<file path="config.mk">
export PLATFORM = sky130hd
export DESIGN_NAME = led_blink_pixel_sequencer
export DESIGN_NICKNAME = d
export VERILOG_FILES = /design/src/lbps_pkg.sv /design/src/lbps_cell.sv /design/src/lbps_mod.sv /design/src/led_blink_pixel_sequencer.sv
export VERILOG_INCLUDE_DIRS = /design/src /design/src/src
export SDC_FILE = /design/constraint.sdc
export NUM_CORES = 2
export LEC_CHECK = 0
export ABC_AREA = 1
export ABC_CLOCK_PERIOD_IN_PS = 4000
export BUFFER_PORTS_ARGS = -buffer_cell sky130_fd_sc_hd__buf_4
export CORE_ASPECT_RATIO = 1.5
export CORE_MARGIN = 8
export CORE_UTILIZATION = 35
export CTS_CLUSTER_DIAMETER = 40
export DETAILED_ROUTE_END_ITERATION = 16
export PLACE_DENSITY_LB_ADDON = 0.25
export SLEW_MARGIN = 20
export SYNTH_ARGS = -nofsm -noshare
export SYNTH_HDL_FRONTEND = slang
export SYNTH_SLANG_ARGS = --single-unit
</file>
<file path="constraint.sdc">
create_clock -name clk -period 4 [get_ports clk]
set_clock_uncertainty 0.15 [all_clocks]
set_input_delay 0.8 -clock clk [delete_from_list [all_inputs] [get_ports clk]]
set_output_delay 0.8 -clock clk [all_outputs]
set_load 0.005 [all_outputs]
</file>
<file path="src/led_blink_pixel_sequencer_macros.svh">
// ---------------------------------------------------------------------------
// LED blink pixel sequencer assertion macros
// Shared concurrent assertion forms, clocked on clk and held off in reset.
// ---------------------------------------------------------------------------
`ifndef LED_BLINK_PIXEL_SEQUENCER_MACROS_SVH
`define LED_BLINK_PIXEL_SEQUENCER_MACROS_SVH

// property must hold at every clock edge out of reset
`define LBPS_ASSERT(lbl, prop, msg) \
  lbl: assert property (@(posedge clk) disable iff (!rst_n) prop) else $error(msg);

// expression must never be true out of reset
`define LBPS_NEVER(lbl, expr, msg) \
  lbl: assert property (@(posedge clk) disable iff (!rst_n) !(expr)) else $error(msg);

`endif

</file>
<file path="src/lbps_pkg.sv">
// ---------------------------------------------------------------------------
// LED blink pixel sequencer package
// Shared types, constants and the event color table.
// ---------------------------------------------------------------------------
`timescale 1ns / 1ps

package lbps_pkg;

  localparam int LED_COUNT_DEF = 16;
  localparam int KIND_COUNT    = 13;
  localparam int RND_W         = 16;
  localparam int CFG_ADDR_W    = 3;
  localparam int CFG_DATA_W    = 16;

  typedef enum logic [1:0] {
    PH_IDLE  = 2'd0,
    PH_START = 2'd1,
    PH_ON    = 2'd2,
    PH_OFF   = 2'd3
  } phase_t;

  typedef enum logic [CFG_ADDR_W-1:0] {
    REG_BASE_RED    = 3'd0,
    REG_BASE_GREEN  = 3'd1,
    REG_BASE_BLUE   = 3'd2,
    REG_START_DELAY = 3'd3,
    REG_ON_TIME     = 3'd4,
    REG_OFF_TIME    = 3'd5
  } reg_idx_t;

  typedef struct packed {
    phase_t      phase;
    logic [31:0] deadline;
    logic [23:0] color;
  } led_t;

  function automatic logic [23:0] kind_color(input logic [3:0] kind);
    logic [23:0] c;
    case (kind)
      4'd0:    c = 24'h141464;
      4'd1:    c = 24'h0A1E3C;
      4'd2:    c = 24'h00283C;
      4'd3:    c = 24'h00003C;
      4'd4:    c = 24'h003C64;
      4'd5:    c = 24'h641414;
      4'd6:    c = 24'h146414;
      4'd7:    c = 24'h003C28;
      4'd8:    c = 24'h003C14;
      4'd9:    c = 24'h645000;
      4'd10:   c = 24'h141414;
      4'd11:   c = 24'h646464;
      4'd12:   c = 24'h646464;
      default: c = 24'h000000;
    endcase
    return c;
  endfunction

endpackage

</file>
<file path="src/lbps_cell.sv">
// ---------------------------------------------------------------------------
// LED state cell
// Holds one LED's phase, deadline and color; loads from its neighbor on shift.
// ---------------------------------------------------------------------------
`timescale 1ns / 1ps

module lbps_cell
  import lbps_pkg::*;
(
  input  logic clk,
  input  logic rst_n,
  input  logic shift_en,
  input  led_t led_in,
  output led_t led_out
);

  led_t led_r;

  always_ff @(posedge clk) begin
    if (!rst_n) begin
      led_r.phase    <= PH_IDLE;
      led_r.deadline <= '0;
      led_r.color    <= '0;
    end else if (shift_en) begin
      led_r <= led_in;
    end
  end

  assign led_out = led_r;

endmodule

</file>
<file path="src/lbps_mod.sv">
// ---------------------------------------------------------------------------
// Iterative remainder unit
// Restoring division, one dividend bit per cycle; returns the remainder only.
// ---------------------------------------------------------------------------
`timescale 1ns / 1ps

module lbps_mod
  import lbps_pkg::*;
#(
  parameter int DVS_W = 5
) (
  input  logic             clk,
  input  logic             rst_n,
  input  logic             start,
  input  logic [RND_W-1:0] dividend,
  input  logic [DVS_W-1:0] divisor,
  output logic             done,
  output logic [DVS_W-1:0] remainder
);

  localparam int STEP_W = $clog2(RND_W + 1);

  logic [RND_W-1:0]  dvd_r, dvd_nxt;
  logic [DVS_W-1:0]  rem_r, rem_nxt;
  logic [STEP_W-1:0] step_r, step_nxt;
  logic              busy_r, busy_nxt;
  logic              done_r, done_nxt;
  logic [DVS_W:0]    trial;

  always_comb begin
    dvd_nxt  = dvd_r;
    rem_nxt  = rem_r;
    step_nxt = step_r;
    busy_nxt = busy_r;
    done_nxt = 1'b0;
    trial    = {rem_r, dvd_r[RND_W-1]};
    if (start) begin
      dvd_nxt  = dividend;
      rem_nxt  = '0;
      step_nxt = '0;
      busy_nxt = 1'b1;
    end else if (busy_r) begin
      // shift in the next dividend bit, subtract where the divisor fits
      dvd_nxt = {dvd_r[RND_W-2:0], 1'b0};
      if (trial >= {1'b0, divisor}) begin
        rem_nxt = DVS_W'(trial - {1'b0, divisor});
      end else begin
        rem_nxt = trial[DVS_W-1:0];
      end
      step_nxt = step_r + 1'b1;
      if (step_r == STEP_W'(RND_W - 1)) begin
        busy_nxt = 1'b0;
        done_nxt = 1'b1;
      end
    end
  end

  always_ff @(posedge clk) begin
    if (!rst_n) begin
      busy_r <= 1'b0;
      done_r <= 1'b0;
      step_r <= '0;
    end else begin
      busy_r <= busy_nxt;
      done_r <= done_nxt;
      step_r <= step_nxt;
    end
  end

  always_ff @(posedge clk) begin
    dvd_r <= dvd_nxt;
    rem_r <= rem_nxt;
  end

  assign done      = done_r;
  assign remainder = rem_r;

endmodule

</file>
<file path="src/led_blink_pixel_sequencer.sv">
// ---------------------------------------------------------------------------
// LED blink pixel sequencer
// Ring of LED state cells with a tick pass and a talk pick, stream ports.
// ---------------------------------------------------------------------------
// The LED states sit in a ring of LED_COUNT cells that rotates one place per
// cycle while a pass runs and the output is not held off by out_tready, past a
// single update point at the head. A tick beat (tuser = 0) makes one full
// rotation and emits one color beat per LED in index order, tlast on the final
// one; the ring holds while out_tready holds off the output. A talk beat
// (tuser = 1) takes one rotation to count idle LEDs, then a pass through the
// serial remainder unit, then a second rotation to start the picked LED; when
// no LED is idle it ends after the first rotation. One input beat is worked
// on at a time. Registers may be written through the cfg port whenever the
// block is idle.
`timescale 1ns / 1ps

module led_blink_pixel_sequencer
  import lbps_pkg::*;
#(
  parameter int LED_COUNT = LED_COUNT_DEF
) (
  input  logic                  clk,
  input  logic                  rst_n,
  input  logic                  in_tvalid,
  output logic                  in_tready,
  // now_time[31:0], event_kind[35:32], random_value[51:36], zero fill
  input  logic [55:0]           in_tdata,
  // action
  input  logic                  in_tuser,
  output logic                  out_tvalid,
  input  logic                  out_tready,
  // led_index[3:0], led_red[11:4], led_green[19:12], led_blue[27:20]
  output logic [31:0]           out_tdata,
  output logic                  out_tlast,
  input  logic                  cfg_wr_en,
  input  logic [CFG_ADDR_W-1:0] cfg_addr,
  input  logic [CFG_DATA_W-1:0] cfg_wdata
);

`include "led_blink_pixel_sequencer_macros.svh"

  localparam int IW = (LED_COUNT > 1) ? $clog2(LED_COUNT) : 1;
  localparam int CW = $clog2(LED_COUNT + 1);

  typedef enum logic [4:0] {
    S_IDLE  = 5'b00001,
    S_TICK  = 5'b00010,
    S_COUNT = 5'b00100,
    S_DIV   = 5'b01000,
    S_PICK  = 5'b10000
  } state_t;

  state_t state_r, state_nxt;

  logic [7:0]  base_red_r, base_green_r, base_blue_r;
  logic [15:0] start_delay_r, on_time_r, off_time_r;

  logic [31:0]      now_r;
  logic [3:0]       kind_r;
  logic [RND_W-1:0] rnd_r;

  logic [IW-1:0] pos_r, pos_nxt;
  logic [CW-1:0] cnt_r, cnt_nxt;
  logic [CW-1:0] pick_r, pick_nxt;
  logic          hit_r, hit_nxt;

  logic          out_valid_r;
  logic [31:0]   out_data_r;
  logic          out_last_r;
  logic          out_free;
  logic          out_load;

  led_t          cell_q [LED_COUNT];
  led_t          head, head_nxt;
  logic          shift_en;
  logic [23:0]   shown;
  logic [23:0]   base_col;
  logic          due;
  logic          last_pos;
  logic [IW+3:0] idx_ext;

  logic          div_start, div_done;
  logic [CW-1:0] div_rem;

  // ring of cells: each loads from the next, the tail from the head update
  for (genvar g = 0; g < LED_COUNT; g++) begin : g_cell
    led_t cin;
    if (g == LED_COUNT - 1) begin : g_tail
      assign cin = head_nxt;
    end else begin : g_mid
      assign cin = cell_q[g+1];
    end
    lbps_cell u_cell (
      .clk      (clk),
      .rst_n    (rst_n),
      .shift_en (shift_en),
      .led_in   (cin),
      .led_out  (cell_q[g])
    );
  end

  lbps_mod #(.DVS_W(CW)) u_mod (
    .clk       (clk),
    .rst_n     (rst_n),
    .start     (div_start),
    .dividend  (rnd_r),
    .divisor   (cnt_r),
    .done      (div_done),
    .remainder (div_rem)
  );

  assign head     = cell_q[0];
  assign base_col = {base_red_r, base_green_r, base_blue_r};
  assign due      = now_r >= head.deadline;
  assign last_pos = pos_r == IW'(LED_COUNT - 1);
  assign out_free = !out_valid_r || out_tready;
  assign idx_ext  = {4'b0000, pos_r};

  // head update for the beat in flight
  always_comb begin
    head_nxt = head;
    shown    = 24'h000000;
    case (state_r)
      S_TICK: begin
        case (head.phase)
          PH_START: begin
            if (due) begin
              head_nxt.phase    = PH_ON;
              head_nxt.deadline = now_r + {16'h0000, on_time_r};
            end
          end
          PH_ON: begin
            shown = head.color;
            if (due) begin
              head_nxt.phase    = PH_OFF;
              head_nxt.deadline = now_r + {16'h0000, off_time_r};
            end
          end
          PH_OFF: begin
            if (due) begin
              head_nxt.phase    = PH_IDLE;
              head_nxt.deadline = '0;
              head_nxt.color    = base_col;
            end
          end
          default: shown = base_col;
        endcase
      end
      S_PICK: begin
        if (head.phase == PH_IDLE && pick_r == '0 && !hit_r) begin
          head_nxt.phase    = PH_START;
          head_nxt.deadline = now_r + {16'h0000, start_delay_r};
          if (kind_r < 4'(KIND_COUNT)) begin
            head_nxt.color = kind_color(kind_r);
          end
        end
      end
      default: ;
    endcase
  end

  always_comb begin
    state_nxt = state_r;
    pos_nxt   = pos_r;
    cnt_nxt   = cnt_r;
    pick_nxt  = pick_r;
    hit_nxt   = hit_r;
    shift_en  = 1'b0;
    out_load  = 1'b0;
    div_start = 1'b0;
    case (state_r)
      S_IDLE: begin
        pos_nxt = '0;
        if (in_tvalid) begin
          if (in_tuser) begin
            cnt_nxt   = '0;
            state_nxt = S_COUNT;
          end else begin
            state_nxt = S_TICK;
          end
        end
      end
      S_TICK: begin
        // hold the ring while the output beat waits
        if (out_free) begin
          shift_en = 1'b1;
          out_load = 1'b1;
          pos_nxt  = pos_r + 1'b1;
          if (last_pos) begin
            state_nxt = S_IDLE;
          end
        end
      end
      S_COUNT: begin
        shift_en = 1'b1;
        pos_nxt  = pos_r + 1'b1;
        if (head.phase == PH_IDLE) begin
          cnt_nxt = cnt_r + 1'b1;
        end
        if (last_pos) begin
          pos_nxt = '0;
          if (cnt_nxt == '0) begin
            state_nxt = S_IDLE;
          end else begin
            div_start = 1'b1;
            state_nxt = S_DIV;
          end
        end
      end
      S_DIV: begin
        hit_nxt = 1'b0;
        if (div_done) begin
          pick_nxt  = div_rem;
          state_nxt = S_PICK;
        end
      end
      S_PICK: begin
        shift_en = 1'b1;
        pos_nxt  = pos_r + 1'b1;
        if (head.phase == PH_IDLE && !hit_r) begin
          if (pick_r == '0) begin
            hit_nxt = 1'b1;
          end else begin
            pick_nxt = pick_r - 1'b1;
          end
        end
        if (last_pos) begin
          state_nxt = S_IDLE;
        end
      end
      default: state_nxt = S_IDLE;
    endcase
  end

  always_ff @(posedge clk) begin
    if (!rst_n) begin
      state_r     <= S_IDLE;
      pos_r       <= '0;
      cnt_r       <= '0;
      pick_r      <= '0;
      hit_r       <= 1'b0;
      out_valid_r <= 1'b0;
    end else begin
      state_r <= state_nxt;
      pos_r   <= pos_nxt;
      cnt_r   <= cnt_nxt;
      pick_r  <= pick_nxt;
      hit_r   <= hit_nxt;
      if (out_load) begin
        out_valid_r <= 1'b1;
      end else if (out_tready) begin
        out_valid_r <= 1'b0;
      end
    end
  end

  always_ff @(posedge clk) begin
    if (out_load) begin
      out_data_r <= {4'h0, shown[7:0], shown[15:8], shown[23:16], idx_ext[3:0]};
      out_last_r <= last_pos;
    end
    if (state_r == S_IDLE && in_tvalid) begin
      now_r  <= in_tdata[31:0];
      kind_r <= in_tdata[35:32];
      rnd_r  <= in_tdata[51:36];
    end
  end

  always_ff @(posedge clk) begin
    if (!rst_n) begin
      base_red_r    <= 8'd0;
      base_green_r  <= 8'd0;
      base_blue_r   <= 8'd0;
      start_delay_r <= 16'd100;
      on_time_r     <= 16'd200;
      off_time_r    <= 16'd200;
    end else if (cfg_wr_en) begin
      case (cfg_addr)
        REG_BASE_RED:    base_red_r    <= cfg_wdata[7:0];
        REG_BASE_GREEN:  base_green_r  <= cfg_wdata[7:0];
        REG_BASE_BLUE:   base_blue_r   <= cfg_wdata[7:0];
        REG_START_DELAY: start_delay_r <= cfg_wdata;
        REG_ON_TIME:     on_time_r     <= cfg_wdata;
        REG_OFF_TIME:    off_time_r    <= cfg_wdata;
        default: ;
      endcase
    end
  end

  assign in_tready  = state_r == S_IDLE;
  assign out_tvalid = out_valid_r;
  assign out_tdata  = out_data_r;
  assign out_tlast  = out_last_r;

  `LBPS_ASSERT(a_onehot_state, $onehot(state_r), "state register not one-hot")
  `LBPS_ASSERT(a_beat_from_tick, $rose(out_tvalid) |-> $past(state_r == S_TICK),
               "output beat raised outside a tick pass")
  `LBPS_NEVER(a_pick_once, state_r == S_PICK && hit_r && head_nxt.phase != head.phase,
              "talk started more than one LED")
  `LBPS_ASSERT(a_div_nonzero, div_start |-> cnt_nxt != '0, "remainder started with zero idle count")

endmodule

</file>
# Yosys cells after proc, flatten, opt, wreduce, memory -nomap -nowiden
# Memory sizes are Yosys's and may differ from the RTL's. A register that Yosys moved wholly into a read port is not among the register bits.
# Index checks and enable logic that the tools add are counted.
[totals] rom_bits=272 regBits=1130 input_bits=81 mem_count=1 word_cells=187
[op_classes] n_reduce_logical=31 bitwise=2 eq_ne=23 addsub=8 muxes=48 magnitude_cmp=3
[memory_table] name="(no name shown)" words=16 word_bits=17 rd=1 rd_clocked_by_memory_dff=1 wr=0 line_no="lbps_pkg.sv:39" source="case (kind)"
[op_table] operator="$mux 58" n=2
[op_table] operator="$pmux 58 s2" n=1
[op_table] operator="$pmux 34 s3" n=1
[op_table] operator="$add 32x16->32" n=3
[op_table] operator="$mux 34" n=2
[op_table] operator="$mux 5" n=13
[op_table] operator="$mux 24" n=2
[op_table] operator="$pmux 24 s2" n=1
[op_table] operator="$ge 32x32->1" n=1
[op_table] operator="$mux 16" n=2
[op_table] operator="$pmux 5 s5" n=1
[op_table] operator="$pmux 5 s2" n=2
[op_table] operator="$mux 4" n=4
[op_table] operator="$pmux 4 s4" n=1
[op_table] operator="$reduce_and 2->1" n=7
[op_table] operator="$mux 1" n=13
[op_table] operator="$ne 2x2->1 const B" n=6
[op_table] operator="$add 5x1->5 const B" n=2
[op_table] operator="$eq 5x4->1 const B" n=2
[op_table] operator="$logic_not 5->1" n=2
[op_table] operator="$reduce_and 4->1" n=2
[op_table] operator="$reduce_bool 2->1" n=4
[op_table] operator="$eq 3x2->1 const B" n=2
[op_table] operator="$eq 3x3->1 const B" n=2
[op_table] operator="other kinds (26)" n=37

# Longest topological paths before layout
[depth] ltp_word=8 ltp_mapped=22

# Hierarchy
# Synthesis repeated with hierarchy kept, for this count alone.
[hier_totals] hier_cells=8226 area_unflattened_um2=53677.7
[modules_own_cells] module="lbps_cell" seq_area_each_um2=1161.1 cells_per_inst=367 instances=16 area_each_um2=2377.3
[modules_own_cells] module="led_blink_pixel_sequencer" seq_area_each_um2=4574.4 cells_per_inst=2167 instances=1 area_each_um2=14181.1
[modules_own_cells] module="lbps_mod" seq_area_each_um2=720.7 cells_per_inst=187 instances=1 area_each_um2=1460.2

# Worst setup path before layout
# OpenSTA, ideal clock, no wires.
[synth_timing] kind="input to register" startpoint="input port in_tvalid" endpoint="register (tool-made name)" path_slack_ns=0.700 arrival_time_ns=3.072 stages=10 setup_time_ns=0.078 required_time_ns=3.772 n_path_buf=0 path_cell_list="inv_1 nor2_4 inv_2 o21ai_0 ha_1 inv_1 nand2_1 nand2_1 inv_1 a32oi_1"
[synth_lines] item="from (decl)" line_no="led_blink_pixel_sequencer.sv:24" source="input logic in_tvalid,"

# Worst setup path in the final report
[layout_timing] startpoint="register now_r[29]" endpoint="register g_cell[15].u_cell.led_r, in the netlist g_cell[15].u_cell.led_out[18]"
[layout_between] elab_chain_cells=4
[layout_rtl] item="from (decl)" line_no="led_blink_pixel_sequencer.sv:58" source="logic [31:0] now_r;"
[layout_rtl] item="from (signal assigned)" line_no="led_blink_pixel_sequencer.sv:263" source="now_r <= in_tdata[31:0];"
[layout_rtl] item="$ge 32x32->1" line_no="led_blink_pixel_sequencer.sv:114" source="assign due = now_r >= head.deadline;"
[layout_rtl] item="$mux 58" line_no="led_blink_pixel_sequencer.sv:140" source="if (due) begin"
[layout_rtl] item="$mux 24" line_no="led_blink_pixel_sequencer.sv:125" source="case (head.phase)"
[layout_rtl] item="$pmux 58 s2" line_no="led_blink_pixel_sequencer.sv:123" source="case (state_r)"
[layout_rtl] item="to (signal assigned)" line_no="lbps_cell.sv:25" source="led_r <= led_in;"
[layout_rtl] item="to (decl)" line_no="lbps_cell.sv:17" source="led_t led_r;"
# Every way passes these cells.
# A chain may end at the register's enable or synchronous reset.

==> summary.txt <==
Clock slew at reported path FFs: 0.06 ns
Pleak: 21.1 nW
Max Fclk: 307 MHz
Total global-route track usage: 0.165
DRT iter0 DRCs: 2,875
Syn. warnings: 0
DIE AREA: 146,000 um2
IO Count: 116
Layout overhead on the synthesized area: 13.9%
Number of global-route vias before repair: 36,000
Initial Util: 0.352
Skew-Pair Late Insertion Delay: 0.72 ns
Synth area leader: dfxtp_1
Die Y: 464 um
Yosys reg bits: 1,144
Worst min path class: in2reg
Router iterations before antenna repair: 5
Pwr dens: 768 nW/um2
Share of cells above drive strength 1: 0.0752
Fin crit share: 0.815
Design Area, Final: 53,300 um2
Final Hold Viols: 0
CP Launch Type: flop
Crit Path Max Fanout: 34
Post-synth EDFFs: 97
Setup crit end kind: flop
Area share of the largest cell type after synthesis: 0.448
Root Driver: clkbuf_16
Ys flop type: dfxtp_1
Routed wire per std cell: 15.5 um
RSZ-0062 raised after global routing: false
Final antenna-violating net count: 0
Critical Path RT: 4.50 ns
Status: complete, no violations
Yosys cell types: 60
Remaining DRCs: 0
Avg Cell Area, Syn: 7.53 um2
Die width: 315 um
Worst-margin pin slew: 1.07 ns
Post-layout min period: 3.26 ns
Final setup viols: 0
CTS Sinks: 1,144
Setup TNS: 0 ns
Pin count of the biggest net entering global routing: 143
CTS tree: yes
Via count: 38,800
Setup CP Type: reg2reg
Register area share after synthesis: 0.510
Peak supply drop: 436 uV
Share of flip-flops with an asynchronous set or reset: 0
Initial antenna violation count: 1
Synthesized area: 46,800 um2
Vias/cell: 4.84
Most common cell after layout, fill and taps aside: nor2_1
Hold-fix buffers at CTS: 0
Clock buffer depth: 3
Setup bufs post-CTS: 0
Port Buffers: 107
Post-Route WL: 124,000 um
Rel. slew slack: 0.289
Largest cells by area after synthesis: dfxtp_1, nor2_1, o21ai_0
Most frequent cells in the layout: nor2_1, o21ai_0, dfxtp_1
Maxcap violations: 0
First-pass GRT wire length: 199,000 um
CORE AREA: 133,000 um2
Core Rows: 164
Final Wtd Congestion: 0.888
Global route total overflow: 0
Synthesized instance count: 6,220
Crit path DAT: 3.76 ns
Placed Area: 49,200 um2
Nets: 6,354
Number of H-tree levels: 3
# resized after CTS: 0
Cts bufs inserted: 117
Slew Viols, Final: 0
Hpwl dp: 83,600 um
-- worst max-delay path, cell delays in order, from the launching register on --
cell	delay, ns
edfxtp_1	0.52
ha_1	0.36
nand2_1	0.10
nor2_1	0.13
nand2_1	0.11
nor4_1	0.47
buf_4	0.21
nand2_1	0.10
nand2_1	0.15
buf_4	0.23
nand2_1	0.12
buf_12	0.18
a21oi_1	0.13
o21ai_0	0.11
a21oi_1	0.13
-- worst paths after layout --
| kind | end | slack [ns] | cells past startpoint | startpoint |
|---|---|---|---|---|
| worst min register to register | out_tdata[3]$_DFFE_PP_ | 0.31 | 0 | pos_r[3]$_SDFFE_PN0P_ |
| worst max-delay path | g_cell[15].u_cell.led_out[18]$_SDFFE_PN0P_ | 0.74 | 14 | now_r[29]$_DFFE_PP_ |
| worst max register to register | g_cell[15].u_cell.led_out[18]$_SDFFE_PN0P_ | 0.74 | 14 | now_r[29]$_DFFE_PP_ |
| worst min-delay path | now_r[7]$_DFFE_PP_ | 0.10 | 1 | in_tdata[7] |
-- per-layer routing --
metal  GRT usage  part of all wire  routed length (um)
met1       0.217              0.46               57300
met2       0.275              0.47               58000
met3      0.0221             0.039                4850
met4      0.0624             0.035                4360
met5           0                 0                   0
-- stage by stage --
step / utilization / std cells / power, W / worst slack (ns) / hold WS (ns)
after floorplan: - / 6223 / 0.0263 / 0.700 / 0.258
after global placement: 0.370 / 7796 / 0.0297 / 0.694 / 0.273
after detailed placement: 0.370 / 7796 / 0.0299 / 0.618 / 0.289
after CTS: 0.401 / 8019 / 0.0415 / 0.632 / 0.0356
after global routing: 0.401 / 8020 / 0.0442 / 0.455 / 0.0531
final: 0.401 / 8020 / 0.0410 / 0.739 / 0.104
-- cell usage after synthesis, drive strengths merged, types with 2 or more instances --
library cell,n
and2,3
nor2,1909
a21oi,280
xnor2,3
a221oi,5
o21bai,8
nand3,169
nand4,32
dfxtp,1047
nor3b,2
xor2,9
a31oi,17
o21ai,1140
nand3b,3
nor4,6
nand2,600
clkbuf,215
edfxtp,97
fa,4
a22o,2
inv,325
buf,158
ha,97
a21o,4
nor3,24
o32ai,2
o211ai,12
o22ai,9
clkinv,5
or2,16
a211oi,11
-- flip-flops by register name (all words and copies together), names as in the netlist, 4 cells and up, named ones only --
name	count
g_cell.u_cell.led_out	928
now_r	32
out_tdata	28
off_time_r	16
on_time_r	16
rnd_r	16
start_delay_r	16
u_mod.dvd_r	16
base_blue_r	8
base_green_r	8
base_red_r	8
cnt_r	5
pick_r	5
state_r	5
u_mod.remainder	5
u_mod.step_r	5
kind_r	4
pos_r	4
-- power by group --
group	switching, W	total [W]	internal, W
Clock	0.00485	0.0114	0.00653
Combinational	0.00788	0.0120	0.00417
Sequential	0.00201	0.0176	0.0155
-- logic make-up (layout without fill, tap and decap cells) --
| group | Yosys count | count (layout) | synth area share |
|---|---|---|---|
| buf+inv | 703 | 756 | 0.0628 |
| compound gates | 1494 | 1494 | 0.164 |
| xor+xnor | 12 | 12 | 0.00224 |
| other cells | 1 | 5 | 0.0000801 |
| flops | 1144 | 1144 | 0.510 |
| simple gates | 2765 | 2765 | 0.233 |
| fa+ha+maj | 101 | 101 | 0.0276 |
-- layout make-up --
| cell class | instances | area, um2 |
|---|---|---|
| fill | 13800 | 79600 |
| sequential | 1144 | 23900 |
| multi-input combinational | 4376 | 20100 |
| clock buffer | 156 | 3340 |
| tap | 1743 | 2180 |
| timing repair buffer | 203 | 1880 |
| inverter | 330 | 1250 |
| clock inverter | 67 | 764 |
| antenna | 1 | 2.50 |
Power figures use the tool's default switching activity.
